**config.mk**
```make
export PLATFORM = sky130hd
export DESIGN_NAME = dblscl_norm
export DESIGN_NICKNAME = d
export VERILOG_FILES = /design/src/hdl/double_scale_by_power_of_two_top_defines.svh /design/src/hdl/dblscl_pkg.sv /design/src/hdl/dblscl_norm.sv
export SDC_FILE = /design/constraint.sdc
export NUM_CORES = 1
export LEC_CHECK = 0
export BUFFER_PORTS_ARGS = -buffer_cell sky130_fd_sc_hd__buf_4
export CORE_UTILIZATION = 25
export CTS_BUF_LIST = sky130_fd_sc_hd__clkbuf_16
export CTS_CLUSTER_DIAMETER = 60
export DETAILED_ROUTE_END_ITERATION = 6
export PLACE_DENSITY = 0.39
export SETUP_SLACK_MARGIN = 0.02
export SKIP_LAST_GASP = 1
export SLEW_MARGIN = 15
export SYNTH_ARGS = -nofsm -noshare
export SYNTH_HDL_FRONTEND = slang
export SYNTH_SLANG_ARGS = --single-unit
```
**constraint.sdc**
```tcl
create_clock -name clk_i -period 0.9 [get_ports clk_i]
set_input_delay 0.045 -clock clk_i [delete_from_list [all_inputs] [get_ports clk_i]]
set_output_delay 0.045 -clock clk_i [all_outputs]
set_load 0.02 [all_outputs]
```
**src/hdl/double_scale_by_power_of_two_top_defines.svh**
```systemverilog
// ------------------------------------------------------------------------
// double_scale_by_power_of_two_top_defines.svh
// Assertion macros for the power-of-two scaling pipeline.
// ------------------------------------------------------------------------
`ifndef DOUBLE_SCALE_BY_POWER_OF_TWO_TOP_DEFINES_SVH
`define DOUBLE_SCALE_BY_POWER_OF_TWO_TOP_DEFINES_SVH

// Same-cycle implication.
`define DBLSCL_ASSERT_NOW(lbl, clk, rst_n, ante, cons, msg) \
  lbl: assert property (@(posedge clk) disable iff (!rst_n) (ante) |-> (cons)) \
    else $error(msg);

// Next-cycle implication.
`define DBLSCL_ASSERT_NEXT(lbl, clk, rst_n, ante, cons, msg) \
  lbl: assert property (@(posedge clk) disable iff (!rst_n) (ante) |=> (cons)) \
    else $error(msg);

`endif

```
**src/hdl/dblscl_pkg.sv**
```systemverilog
// ------------------------------------------------------------------------
// dblscl_pkg
// Types, constants and helpers for the binary64 power-of-two scaler.
// ------------------------------------------------------------------------
package dblscl_pkg;

  localparam int unsigned NumStages = 5;

  localparam logic signed [13:0] ShiftSat  = 14'sd4096;
  localparam logic signed [13:0] StepUp    = 14'sd1023;
  localparam logic signed [13:0] StepDown  = -14'sd1022;
  localparam logic [10:0]        ExpMax    = 11'h7FF;
  localparam int unsigned        QuietBit  = 51;
  localparam logic signed [12:0] ExpInf    = 13'sd2047;
  localparam logic signed [12:0] ShiftZero = 13'sd60;

  // One item in flight between scaling steps.
  typedef struct packed {
    logic [63:0]        bits;
    logic signed [13:0] shift;  // remaining shift, saturated
  } item_t;

  // Normalized operand plus this step's exponent offset.
  typedef struct packed {
    logic               pass;   // NaN, infinity or zero: bits go out as is, a NaN made quiet
    logic [63:0]        bits;
    logic signed [12:0] expo;
    logic [52:0]        mant;   // hidden bit at [52]
    logic signed [12:0] k;
    logic signed [13:0] shift;
  } nrm_t;

  // Leading zeros of a 53-bit mantissa (nonzero input).
  function automatic logic [5:0] lzc53(input logic [52:0] m);
    logic [5:0] cnt;
    logic       found;
    cnt   = 6'd0;
    found = 1'b0;
    for (int i = 52; i >= 0; i--) begin
      if (!found) begin
        if (m[i]) begin
          found = 1'b1;
        end else begin
          cnt = cnt + 6'd1;
        end
      end
    end
    return cnt;
  endfunction

endpackage

```
**src/hdl/dblscl_norm.sv**
```systemverilog
// ------------------------------------------------------------------------
// dblscl_norm
// Classifies and normalizes the operand, picks this step's exponent offset.
// ------------------------------------------------------------------------
module dblscl_norm (
  input  logic                 clk_i,
  input  logic                 rst_ni,
  input  logic                 en_i,
  input  logic                 valid_i,
  input  dblscl_pkg::item_t    item_i,
  output logic                 valid_o,
  output dblscl_pkg::nrm_t     nrm_o
);
  import dblscl_pkg::*;

  logic [10:0] efield;
  logic [51:0] frac;
  logic [5:0]  lz;
  logic        valid_q;
  nrm_t        nrm_d, nrm_q;

  assign efield = item_i.bits[62:52];
  assign frac   = item_i.bits[51:0];
  assign lz     = lzc53({1'b0, frac});

  always_comb begin
    nrm_d      = '0;
    nrm_d.bits = item_i.bits;
    nrm_d.pass = (efield == ExpMax) || ((efield == 11'd0) && (frac == 52'd0));
    if ((efield == ExpMax) && (frac != 52'd0)) begin
      nrm_d.bits[QuietBit] = 1'b1;
    end
    if (efield == 11'd0) begin
      nrm_d.mant = {1'b0, frac} << lz;
      nrm_d.expo = 13'sd1 - $signed({7'd0, lz});
    end else begin
      nrm_d.mant = {1'b1, frac};
      nrm_d.expo = $signed({2'b00, efield});
    end
    if (item_i.shift > StepUp) begin
      nrm_d.k     = StepUp[12:0];
      nrm_d.shift = item_i.shift - StepUp;
    end else if (item_i.shift < StepDown) begin
      nrm_d.k     = StepDown[12:0];
      nrm_d.shift = item_i.shift - StepDown;
    end else begin
      nrm_d.k     = item_i.shift[12:0];
      nrm_d.shift = 14'sd0;
    end
  end

  always_ff @(posedge clk_i or negedge rst_ni) begin
    if (!rst_ni) begin
      valid_q <= 1'b0;
    end else if (en_i) begin
      valid_q <= valid_i;
    end
  end

  always_ff @(posedge clk_i) begin
    if (en_i) begin
      nrm_q <= nrm_d;
    end
  end

  assign valid_o = valid_q;
  assign nrm_o   = nrm_q;

endmodule

```
# Word level (Yosys, flattened, before mapping)

Cells that the tools add are included.

Register bits: 158
Bits of input ports: 82
Word-level logic and storage cells: 283

Add/sub/neg operators: 54
Magnitude comparators: 2
Eq/ne operators: 1
Shift operators: 1
Mux-type cells: 207
Reductions and logical operators: 7

Operators by type and width:

| cell                   | number |
|---|---|
| $mux 6                 | 100 |
| $add 6x1->6 const B    | 50 |
| $mux 1                 | 101 |
| $mux 64                | 1 |
| $shl 52x6->53          | 1 |
| $logic_not 52->1       | 1 |
| $reduce_bool 52->1     | 1 |
| $sub 14x11->14 const B | 2 |
| $mux 27                | 1 |
| $gt 14x11->1 const B   | 1 |
| $lt 14x11->1 const B   | 1 |
| $mux 14                | 1 |
| $eq 11x11->1 const B   | 1 |
| $logic_not 11->1       | 1 |
| $sub 1x6->7 const A    | 1 |
| $mux 3                 | 2 |
| $add 2x1->3 const B    | 1 |
| $logic_and 1x1->1      | 2 |
| $mux 2                 | 1 |
| $reduce_or 2->1        | 1 |
| $logic_or 1x1->1       | 1 |

# Depth between registers and ports, before layout

Gate-level depths: netlist of run 1.

Depth after elaboration: 156
Gate-level depth with buffers: 174

# Least setup slack after synthesis of run 1

Ideal clock, no wire load.

Path type: input port to flip-flop
Start point: input item_i[63] (netlist name)
End point: register nrm_q (netlist bit nrm_o[76]), data pin
Arrival: 30229 ps
Setup slack: -29602 ps
Stages on the path: 169
Buffers on the path: 3
Path through: clkbuf_1 > nor2_1 > nor2_1 > ha_1 > nand3_1 > a21oi_1 > ha_1 > a21o_1 > ha_1 > a21boi_0 > o21bai_1 > ha_1 > mux2_2 > ha_1 > inv_1 > o21ai_0 > a31o_2 > ha_1 > [133 not listed] > nand2b_1 > a21boi_0 > ha_1 > a22o_1 > ha_1 > nor2_1 > nor2_1 > ha_1 > nor2b_1 > nand2_1 > or4b_2 > a21oi_1 > xor2_1 > buf_2 > buf_2 > o21ai_1 > o2111ai_1 > o221ai_1

RTL lines:

| item                 | line              | RTL |
|---|---|---|
| start, declared      | dblscl_norm.sv:10 | `input dblscl_pkg::item_t item_i,` |
| end signal, assigned | dblscl_norm.sv:62 | `nrm_q <= nrm_d;` |
| end, declared        | dblscl_norm.sv:20 | `nrm_t nrm_d, nrm_q;` |

==> out/metrics.cfg, run 1 <==
[run_status]
status = finished, violations left
violations = hold timing, setup timing

[placed_design]
place_area_sq_mm = 0.0248
dp_hpwl_um = 58300
gp_congestion = 0.909
portBuffers = 240

[timing]
finalCritPeriodShare_pct = 3110
slew_viol_final = 0
finalClockSkew_ns = 0
setup_viol = 255
hold_viol_final = 1
hold_ws_ns = -0.000210
worstMarginPinSlew_ns = 0.679
relSlewSlack_pct = 54.4
min_period_ns = 27.99
max_freq_mhz = 35.7
rsz0062_at_grt = yes
worst_slack_ns = -27.09
fin_setup_tns_ns = -1773.56

[die]
initial_utilization_pct = 25.3
ioPinCount = 241
fp.dieW_um = 255
rows = 92
coreArea_sq_mm = 0.0631
die_height_um = 255
floorplan.die_area_sq_mm = 0.0648

[final_layout]
area_delta_synth_final_pct = 82.8
fin_area_sq_mm = 0.0292
nets = 3222
drive_gt1_share_pct = 47.4
num_antenna_cells = 0
final_core_util_pct = 46.2
final_cell_mix = 944 x buf_4, 252 x nand2_1, 185 x nor2_1, 157 x edfxtp_1, 132 x buf_6
final_common_cell = buf_4

[power]
swShare_pct = 35.7
leakage_uw = 0.0125
p_int_uw = 19200
ir_worst_vdd_mv = 1.64
combPwrFrac_pct = 44.9
seqPwrFrac_pct = 30.4
power.density_mw_per_mm2 = 1020
clkPwrFrac_pct = 24.7
p_sw_uw = 10700

[drt]
via_count = 19365
drc_errors = 0
drtPass1Iterations = 5
wire_per_inst_um = 19.0
via_per_inst = 4.91
routed_wl_um = 75000
antenna_left = 0
first_iter_violations = 1091

[cts]
worstSkewPairLatency_ns = 0.49
clock_sinks = 158
cts_buffers = 17
htree_levels = 4
clk_pin_slew_worst_paths_ns = 0.07
cts_tree = built
clockBufferDepth = 2
root_buffer = clkbuf_16

[worst_setup_path]
critPathMaxStageDelay_ns = 0.50
start_kind = input port
slowest_stage = or4b_4
crit_type = input port to register
critPathMaxFanout = 6
cp-end-kind = register
crit_top_cell = ha_1
cp_data_required_time_ns = 1.25
cp.arrival_ns = 28.35

[logic_synthesis]
netlist-cell-type-count = 95
postSynthCellCount = 1981
syn_area_sq_mm = 0.0160
synth_edf_count = 157
async_flop_share_pct = 0.633
ys_ff_latch = 158
yosysSeqAreaShare_pct = 29.7
ys.warnings.count = 0
postSynthAreaPerCell_sq_um = 8.05
synth_ff_type = edfxtp_1
syn_nets = 2115

[global_route]
first_global_vias = 19082
grt_pass1_wl_um = 110000
grt-ovfl-total = 0
grt_use_total_pct = 22.1
antenna_found_initial = 0
grt_max_degree = 39

[hold_path]
hp-class = input port to register

[flow_run]
max-cap-violations = 0

==> final cells by class <==
class                      count  area (sq um)
clock inverter                15           129
sequential                   158          4740
inverter                      63           264
timing repair buffer        1209         10500
clock buffer                  17           425
fill                        6285         33900
tap                          846          1060
multi-input combinational   1639         12100
==> metal layers <==
layer  track usage (%)  part of all wire [%]
met2              36.8                    48
met5                 0                     0
met4              6.07                   1.9
met1              30.1                    46
met3              2.68                   4.2
==> sequential cells by signal (all words and copies together) (netlist names) <==
| signal | flops |
|---|---|
| nrm_o | 157 |
| valid_o | 1 |
==> synthesized netlist by cell type, drive strengths merged (23+ instances only) <==
master | instances | share of area, %
a21oi | 131 | 4.1
buf | 27 | 0.85
clkbuf | 94 | 2.2
edfxtp | 157 | 30
ha | 52 | 4.1
inv | 62 | 1.5
mux2i | 80 | 5.0
nand2 | 274 | 6.5
nand2b | 25 | 0.98
nand3 | 75 | 2.4
nor2 | 209 | 4.9
nor2b | 34 | 1.3
nor3 | 61 | 1.9
o21ai | 157 | 4.9
o22ai | 23 | 0.90
or3 | 25 | 0.98
xnor2 | 103 | 6.1
xor2 | 38 | 2.2
==> logic make-up after synthesis <==
kind of cell,Yosys count,synth area share (%)
AND/OR/NAND/NOR,816,24.2
AO/OA/AOI/OAI,519,20.8
buffers and inverters,184,4.55
flip-flops,158,29.7
XOR/XNOR,156,10.5
multiplexers,96,6.17
adder cells (fa/ha/maj),52,4.08
==> power by group through the flow <==
| stage | sequential [uW] | clock (uW) | combinational (uW) |
|---|---|---|---|
| 3_3_place_gp | 9190 | 0 | 11100 |
| 2_1_floorplan | 9870 | 0 | 4360 |
| 4_1_cts | 9030 | 7530 | 12100 |
| 6_report | 9070 | 7360 | 13400 |
| 5_1_grt | 9130 | 7770 | 14300 |
| 3_5_place_dp | 9180 | 0 | 11200 |
==> through the flow <==
stage | total power [uW] | worst slack (ns) | cells
finish | 29800 | -27.09 | 3947
global route | 31200 | -28.55 | 3947
CTS | 28700 | -27.01 | 3873
detailed placement | 20300 | -27.92 | 3701
global placement | 20300 | -27.49 | 3701
floorplan | 14200 | -27.20 | 1981
==> critical path, delay by kind of cell <==
| family | cells | cell delay, ns |
|---|---|---|
| AO/OA/AOI/OAI | 49 | 6.29 |
| XOR/XNOR | 1 | 0.23 |
| adder cells (fa/ha/maj) | 47 | 12.83 |
| buffers and inverters | 14 | 1.17 |
| multiplexers | 20 | 3.75 |
| AND/OR/NAND/NOR | 41 | 4.07 |
==> path summary, 6_finish.rpt <==
path                                  endpoint  slack [ns]  depth (start not counted)                start
setup / recovery           nrm_o[50]$_DFFE_PP_      -27.09                        172           item_i[63]
hold / removal              nrm_o[1]$_DFFE_PP_     -0.0002                          4            item_i[0]
setup reg to reg           valid_o$_DFFE_PN0P_        0.15                          1  valid_o$_DFFE_PN0P_
hold reg to reg            valid_o$_DFFE_PN0P_        0.53                          1  valid_o$_DFFE_PN0P_
max in group asynchronous  valid_o$_DFFE_PN0P_        0.41                          3               rst_ni
min in group asynchronous  valid_o$_DFFE_PN0P_        0.39                          3               rst_ni
==> what timing repair did <==
item / 4_1_cts / 5_1_grt
setup endpoints to repair: 250 / 255
pin swaps: 78 / 127
hold buffers: 78 / 1
gates cloned: 6 / 5
hold endpoints to repair: 98 / 1
buffers inserted: 56 / 78
resized for setup: 98 / 356
(Power assumes the default switching activity.)
==> run 2, diff against run 1 <==
--- a/config.mk
+++ b/config.mk
@@ -6,11 +6,12 @@
 export NUM_CORES = 1
 export LEC_CHECK = 0
 export BUFFER_PORTS_ARGS = -buffer_cell sky130_fd_sc_hd__buf_4
-export CORE_UTILIZATION = 25
+export CORE_ASPECT_RATIO = 0.7
+export CORE_UTILIZATION = 58
 export CTS_BUF_LIST = sky130_fd_sc_hd__clkbuf_16
 export CTS_CLUSTER_DIAMETER = 60
 export DETAILED_ROUTE_END_ITERATION = 6
-export PLACE_DENSITY = 0.39
+export PLACE_DENSITY = 0.79
 export SETUP_SLACK_MARGIN = 0.02
 export SKIP_LAST_GASP = 1
 export SLEW_MARGIN = 15
==> out/metrics.cfg, run 2 <==
[cts]
root_buffer = clkbuf_16
clockBufferDepth = 2  ; unchanged
clock_sinks = 158  ; unchanged
htree_levels = 4  ; unchanged
cts_resized = 499  ; +410%
cts_buffers = 17  ; unchanged
cts_setup_buffers = 114  ; +100%
postCtsHoldBufs = 50  ; -36%

[placed_design]
dp_hpwl_um = 56100  ; -3.8%
gp_congestion = 1.12  ; +24%
portBuffers = 240  ; unchanged
place_ws_ns = -28.88  ; -0.963 ns

[run_status]
firstError = [ERROR DPL-0038] Utilization greater than 100%, impossible to legalize
status = did not finish
haltStage = 4_1_cts

[logic_synthesis]
ys_ff_latch = 158  ; unchanged
synth_edf_count = 157  ; unchanged
async_flop_share_pct = 0.633  ; unchanged
ys.warnings.count = 0  ; unchanged
postSynthAreaPerCell_sq_um = 8.05  ; unchanged
synth_ff_type = edfxtp_1
yosysSeqAreaShare_pct = 29.7  ; unchanged
synth_commonest_cells = 272 x nand2_1, 207 x nor2_1, 157 x edfxtp_1
postSynthCellCount = 1981  ; unchanged
netlist-cell-type-count = 95  ; unchanged
synth_top_area_share_pct = 29.6  ; unchanged
synth.most_common_cell = nand2_1
syn_nets = 2115  ; unchanged
yosys-top-cells-area = edfxtp_1 30%, nand2_1 6.4%, xnor2_1 5.2%
syn_area_sq_mm = 0.0160  ; unchanged
yosysTopAreaCell = edfxtp_1

[die]
rows = 50  ; -46%
die_height_um = 141  ; -45%
fp.dieW_um = 200  ; -21%
initial_utilization_pct = 59.3  ; +34 points
ioPinCount = 241  ; unchanged

==> run 2: cells by family after synthesis <==
kind of cell,Yosys count,share of synthesized area [%]
AO/OA/AOI/OAI,519,20.8
XOR/XNOR,156,10.5
adder cells (fa/ha/maj),52,4.08
buffers and inverters,184,4.55
flip-flops,158,29.7
multiplexers,96,6.17
AND/OR/NAND/NOR,816,24.2
==> run 2: through the flow <==
step,std cells,cell area [sq um],hold WS (ns)
after global placement,3182,23900,-0.180
after floorplan,1981,16600,-0.251
after detailed placement,3182,23900,-0.178
==> run 3, diff against run 2 <==
--- a/config.mk
+++ b/config.mk
@@ -6,13 +6,9 @@
 export NUM_CORES = 1
 export LEC_CHECK = 0
 export BUFFER_PORTS_ARGS = -buffer_cell sky130_fd_sc_hd__buf_4
-export CORE_ASPECT_RATIO = 0.7
-export CORE_UTILIZATION = 58
-export CTS_BUF_LIST = sky130_fd_sc_hd__clkbuf_16
-export CTS_CLUSTER_DIAMETER = 60
+export CORE_UTILIZATION = 40
 export DETAILED_ROUTE_END_ITERATION = 6
-export PLACE_DENSITY = 0.79
-export SETUP_SLACK_MARGIN = 0.02
+export PLACE_DENSITY_LB_ADDON = 0.15
 export SKIP_LAST_GASP = 1
 export SLEW_MARGIN = 15
 export SYNTH_ARGS = -nofsm -noshare
==> out/metrics.cfg, run 3 (synthesis gave the netlist of run 1 again) <==
[run_status]
status = finished, violations left
violations = setup timing

[timing]
setup_viol = 250
hold_viol_final = 0
min_period_ns = 28.62
relSlewSlack_pct = 50.3
max_freq_mhz = 34.9
rsz0062_at_grt = yes
worstMarginPinSlew_ns = 0.741
worst_slack_ns = -27.72
finalClockSkew_ns = 0
slew_viol_final = 0
finalCritPeriodShare_pct = 3180

[final_layout]
fin_cells = 3556
fill_cells = 2903
final_common_cell = buf_4
largest_reg_flops = 157
drive_gt1_share_pct = 46.3
final_cell_mix = 885 x buf_4, 243 x nand2_1, 189 x nor2_1, 157 x edfxtp_1, 133 x buf_6
final_core_util_pct = 72.5
area_delta_synth_final_pct = 77.3
num_antenna_cells = 0
nets = 3160

[power]
finalPower_uw = 29700
ir_worst_vdd_mv = 1.52
leakage_uw = 0.0123
power.density_mw_per_mm2 = 1050

[die]
rows = 72  ; +44%
coreArea_sq_mm = 0.0390
floorplan.die_area_sq_mm = 0.0407
ioPinCount = 241  ; unchanged
die_height_um = 202  ; +43%
fp.dieW_um = 202  ; +0.74%
initial_utilization_pct = 40.9  ; -18 points

[flow_run]
max-cap-violations = 0

[worst_setup_path]
slowest_stage = or4b_4
crit_type = input port to register
cp-end-kind = register
critPathMaxStageDelay_ns = 0.51
crit_top_cell = ha_1
rrSetupSlack_ns = 0.14
start_kind = input port
critPathLaunch = item_i[62]
critPathMaxFanout = 7
cp_data_required_time_ns = 1.09
cp.arrival_ns = 28.80
r2r_start = valid_o$_DFFE_PN0P_

[placed_design]
gp_congestion = 0.934  ; -17%
portBuffers = 240  ; unchanged
place_ws_ns = -28.15  ; +0.727 ns
place_inst = 3330  ; +4.7%
dp_hpwl_um = 51100  ; -8.8%

[cts]
cts_buffers = 17  ; unchanged
clockBufferDepth = 2  ; unchanged
clock_sinks = 158  ; unchanged
worstSkewPairLatency_ns = 0.47
root_buffer = clkbuf_16
clk_pin_slew_worst_paths_ns = 0.08
cts_tree = built
htree_levels = 4  ; unchanged

[global_route]
grt_use_total_pct = 31.9
grt_max_degree = 54
first_global_vias = 18686
antenna_found_initial = 0
grt-ovfl-total = 0
grt_pass1_wl_um = 102000

[hold_path]
hp-class = input port to register
min_from = item_i[0]

[drt]
routed_wl_um = 72600
drtPass1Iterations = 5
via_per_inst = 5.63
wire_per_inst_um = 20.4
via_count = 20006
antenna_left = 0
drc_errors = 0
first_iter_violations = 1700

## run 3: layout make-up
cell class                      instances  area, sq um  area share (%)
Clock inverter                         14          149           0.526
Tap cell                              518          648            2.29
Timing Repair Buffer                 1146        10000            35.4
Sequential cell                       158         4740            16.8
Inverter                               63          267           0.942
Clock buffer                           17          425            1.50
Multi-Input combinational cell       1640        12100            42.6
## run 3: final timing paths
kind,to,cells past startpoint
max reg2reg,valid_o$_DFFE_PN0P_,1
min reg2reg,valid_o$_DFFE_PN0P_,1
max,nrm_o[64]$_DFFE_PP_,173
max in group asynchronous,valid_o$_DFFE_PN0P_,3
min,nrm_o[1]$_DFFE_PP_,4
min in group asynchronous,valid_o$_DFFE_PN0P_,3
## run 3: worst max-delay path: cells and delay by family
family / cells / cell delay (ns)
AO/OA/AOI/OAI: 51 / 6.70
XOR/XNOR: 1 / 0.10
adder cells (fa/ha/maj): 48 / 13.23
buffers and inverters: 13 / 1.00
multiplexers: 19 / 3.50
AND/OR/NAND/NOR: 41 / 4.17
## run 3: what timing repair did
| action | 4_1_cts | 5_1_grt |
|---|---|---|
| setup buffers | 35 | 83 |
| pin swaps | 55 | 117 |
| cloned | 3 | 10 |
| endpoints found under the setup margin | 250 | 250 |
| hold buffers | 72 | 0 |
| gates resized for setup | 66 | 359 |
| endpoints found under the hold margin | 85 | 0 |
## run 3: stage by stage
stage | setup TNS (ns) | hold WS, ns | area, sq um
final | -1809.64 | 0.0183 | 28300
after global routing | -1915.34 | 0.0134 | 28300
after CTS | -1774.34 | -0.00992 | 26000
after detailed placement | -1812.16 | -0.176 | 24100
after global placement | -1750.84 | -0.180 | 24100
after floorplan | -1748.93 | -0.251 | 16600
## run 3: power breakdown
group	leakage (uW)	switching, uW	internal [uW]	total, uW
registers	0.00155	320	8770	9100
logic	0.0104	6640	6520	13200
clock network	0.000282	3580	3910	7490
total	0.0123	10500	19200	29700
## run 3: metal layers
layer | wire (um) | global-route usage, % | up-vias
li1 | - | - | 9346
met1 | 30700 | 42.8 | 9621
met4 | 2680 | 10.8 | 0
met2 | 34600 | 52.7 | 866
met5 | 0 | 0 | -
met3 | 4610 | 4.07 | 173
==> run 4, diff against run 3 <==
--- a/config.mk
+++ b/config.mk
@@ -6,9 +6,11 @@
 export NUM_CORES = 1
 export LEC_CHECK = 0
 export BUFFER_PORTS_ARGS = -buffer_cell sky130_fd_sc_hd__buf_4
+export CAP_MARGIN = 30
 export CORE_UTILIZATION = 40
 export DETAILED_ROUTE_END_ITERATION = 6
 export PLACE_DENSITY_LB_ADDON = 0.15
+export RECOVER_POWER = 100
 export SKIP_LAST_GASP = 1
 export SLEW_MARGIN = 15
 export SYNTH_ARGS = -nofsm -noshare
==> out/metrics.cfg, run 4 (synthesis gave the netlist of run 1 again) <==
[run_status]
status = finished, violations left
violations = setup timing

[cts]
worstSkewPairLatency_ns = 0.46  ; about the same
htree_levels = 4  ; unchanged
clk_pin_slew_worst_paths_ns = 0.08  ; about the same
clock_sinks = 158  ; unchanged
root_buffer = clkbuf_16
cts_buffers = 17  ; unchanged
cts_tree = built
clockBufferDepth = 2  ; unchanged

[power]
seqPwrFrac_pct = 30.6  ; about the same
power.density_mw_per_mm2 = 1050  ; +0.13%
p_int_uw = 19200  ; -0.23%
combPwrFrac_pct = 44.1  ; about the same
clkPwrFrac_pct = 25.2  ; about the same
p_sw_uw = 10500  ; about the same
leakage_uw = 0.0122  ; -0.43%
swShare_pct = 35.5  ; +0.053 points
ir_worst_vdd_mv = 1.53  ; +0.85%
finalPower_uw = 29700  ; -0.14%

[hold_path]
hold_end = nrm_o[1]$_DFFE_PP_
min_path_cells = 4  ; unchanged
min_from = item_i[0]
hp-class = input port to register

[final_layout]
fill_cells = 2926  ; +0.79%
final_core_util_pct = 72.3  ; -0.20 points
nets = 3160  ; unchanged
final_common_cell = buf_4
drive_gt1_share_pct = 45.8  ; -0.49 points
area_delta_synth_final_pct = 76.8
largest_reg_flops = 157  ; unchanged
num_antenna_cells = 0  ; unchanged
final_cell_mix = 869 x buf_4, 243 x nand2_1, 189 x nor2_1, 157 x edfxtp_1, 132 x buf_6

[worst_setup_path]
r2r_start = valid_o$_DFFE_PN0P_
rrSetupSlack_ns = 0.14  ; about the same
start_kind = input port
slowest_stage = or4b_4
cp.arrival_ns = 28.79  ; about the same
r2r_end = valid_o$_DFFE_PN0P_
cp-end-kind = register
r2r_cells = 1  ; unchanged
crit_top_cell = ha_1
critPathMaxStageDelay_ns = 0.51  ; about the same
cp_data_required_time_ns = 1.09  ; about the same
critPathMaxFanout = 7  ; unchanged
crit_type = input port to register

[timing]
hold_ws_ns = 0.0145  ; -0.00385 ns
relSlewSlack_pct = 43.3  ; -7.0 points
finalClockSkew_ns = 0  ; unchanged
worstMarginPinSlew_ns = 0.851  ; +0.110 ns
hold_viol_final = 0  ; unchanged
setup_viol = 395  ; +58%
finalCritPeriodShare_pct = 3180  ; about the same
rsz0062_at_grt = yes
min_period_ns = 28.60  ; -0.0125 ns
max_freq_mhz = 35.0  ; about the same
worst_slack_ns = -27.70  ; +0.0125 ns
slew_viol_final = 0  ; unchanged

[drt]
first_iter_violations = 1660  ; -2.4%
via_count = 19965  ; -0.20%
via_per_inst = 5.61  ; -0.20%
drtPass1Iterations = 5  ; unchanged
routed_wl_um = 72700  ; +0.10%
drc_errors = 0  ; unchanged
wire_per_inst_um = 20.4  ; +0.10%
antenna_left = 0  ; unchanged

[die]
floorplan.die_area_sq_mm = 0.0407  ; unchanged
fp.dieW_um = 202  ; unchanged
initial_utilization_pct = 40.9  ; unchanged
die_height_um = 202  ; unchanged
ioPinCount = 241  ; unchanged
rows = 72  ; unchanged
coreArea_sq_mm = 0.0390  ; unchanged

[global_route]
grt_pass1_wl_um = 102000  ; unchanged
grt_max_degree = 54  ; unchanged
grt_use_total_pct = 31.9  ; unchanged
first_global_vias = 18686  ; unchanged
grt-ovfl-total = 0  ; unchanged
antenna_found_initial = 0  ; unchanged

[placed_design]
portBuffers = 240  ; unchanged
gp_congestion = 0.934  ; unchanged
dp_hpwl_um = 51100  ; unchanged
place_ws_ns = -28.15  ; unchanged

[flow_run]
max-cap-violations = 0  ; unchanged

-- run 4: worst max path at each step --
stage	from	endpoint	slack (ns)	cells past startpoint
2_1_floorplan	item_i[63]	nrm_o[79]$_SDFFCE_PP1P_	-27.20	168
3_3_place_gp	item_i[63]	nrm_o[74]$_DFFE_PP_	-27.25	169
3_5_place_dp	item_i[63]	nrm_o[68]$_DFFE_PP_	-28.15	169
4_1_cts	item_i[62]	nrm_o[85]$_DFFE_PP_	-27.14	170
5_1_grt	item_i[62]	nrm_o[76]$_DFFE_PP_	-29.28	173
6_report	item_i[62]	nrm_o[64]$_DFFE_PP_	-27.70	173
-- run 4: cell type report --
| type | instances | area (sq um) | share of cell area, % |
|---|---|---|---|
| multi-input combinational | 1640 | 12100 | 42.7 |
| timing repair buffer | 1146 | 9920 | 35.2 |
| sequential | 158 | 4740 | 16.8 |
| tap | 518 | 648 | 2.30 |
| clock buffer | 17 | 425 | 1.51 |
| inverter | 63 | 267 | 0.945 |
| clock inverter | 14 | 149 | 0.528 |
-- run 4: worst max-delay path, delay by kind of cell --
| family | cells | cell delay (ns) |
|---|---|---|
| xor gates and xnor gates | 1 | 0.10 |
| adders and majority gates | 48 | 13.20 |
| and+or+nand+nor | 41 | 4.19 |
| buffers and inverters | 13 | 1.00 |
| AOI/OAI and AO/OA | 51 | 6.64 |
| muxes | 19 | 3.55 |
-- run 4: through the flow --
| stage | cell area (sq um) | TNS, ns | instances |
|---|---|---|---|
| after floorplan | 16600 | -1748.93 | 1981 |
| after CTS | 26000 | -1774.34 | 3471 |
| after global routing | 28200 | -1928.77 | 3556 |
| after detailed placement | 24100 | -1812.16 | 3330 |
| after global placement | 24100 | -1750.84 | 3330 |
| final | 28200 | -1824.75 | 3556 |
-- run 4: repair_timing --
| item | in CTS | in global routing |
|---|---|---|
| buffers inserted | 35 | 83 |
| gates cloned | 3 | 10 |
| setup endpoints to repair | 250 | 250 |
| hold buffers | 72 | 0 |
| pin swaps | 55 | 117 |
| gates resized for setup | 66 | 359 |
| endpoints found under the hold margin | 85 | 0 |
-- run 4: power groups by stage --
stage          logic [uW]  clock network, uW  registers, uW
6_report            13100               7490           9090
5_1_grt             13800               7790           9130
4_1_cts             11500               7520           9000
3_5_place_dp        10700                  0           9150
3_3_place_gp        10600                  0           9150
2_1_floorplan        4360                  0           9870
-- run 4: layer usage --
layer	global-route usage, %	routed length (um)	vias up
li1	-	-	9357
met1	42.8	30800	9556
met2	52.7	34600	870
met3	4.07	4480	182
met4	10.8	2760	0
met5	0	0	-
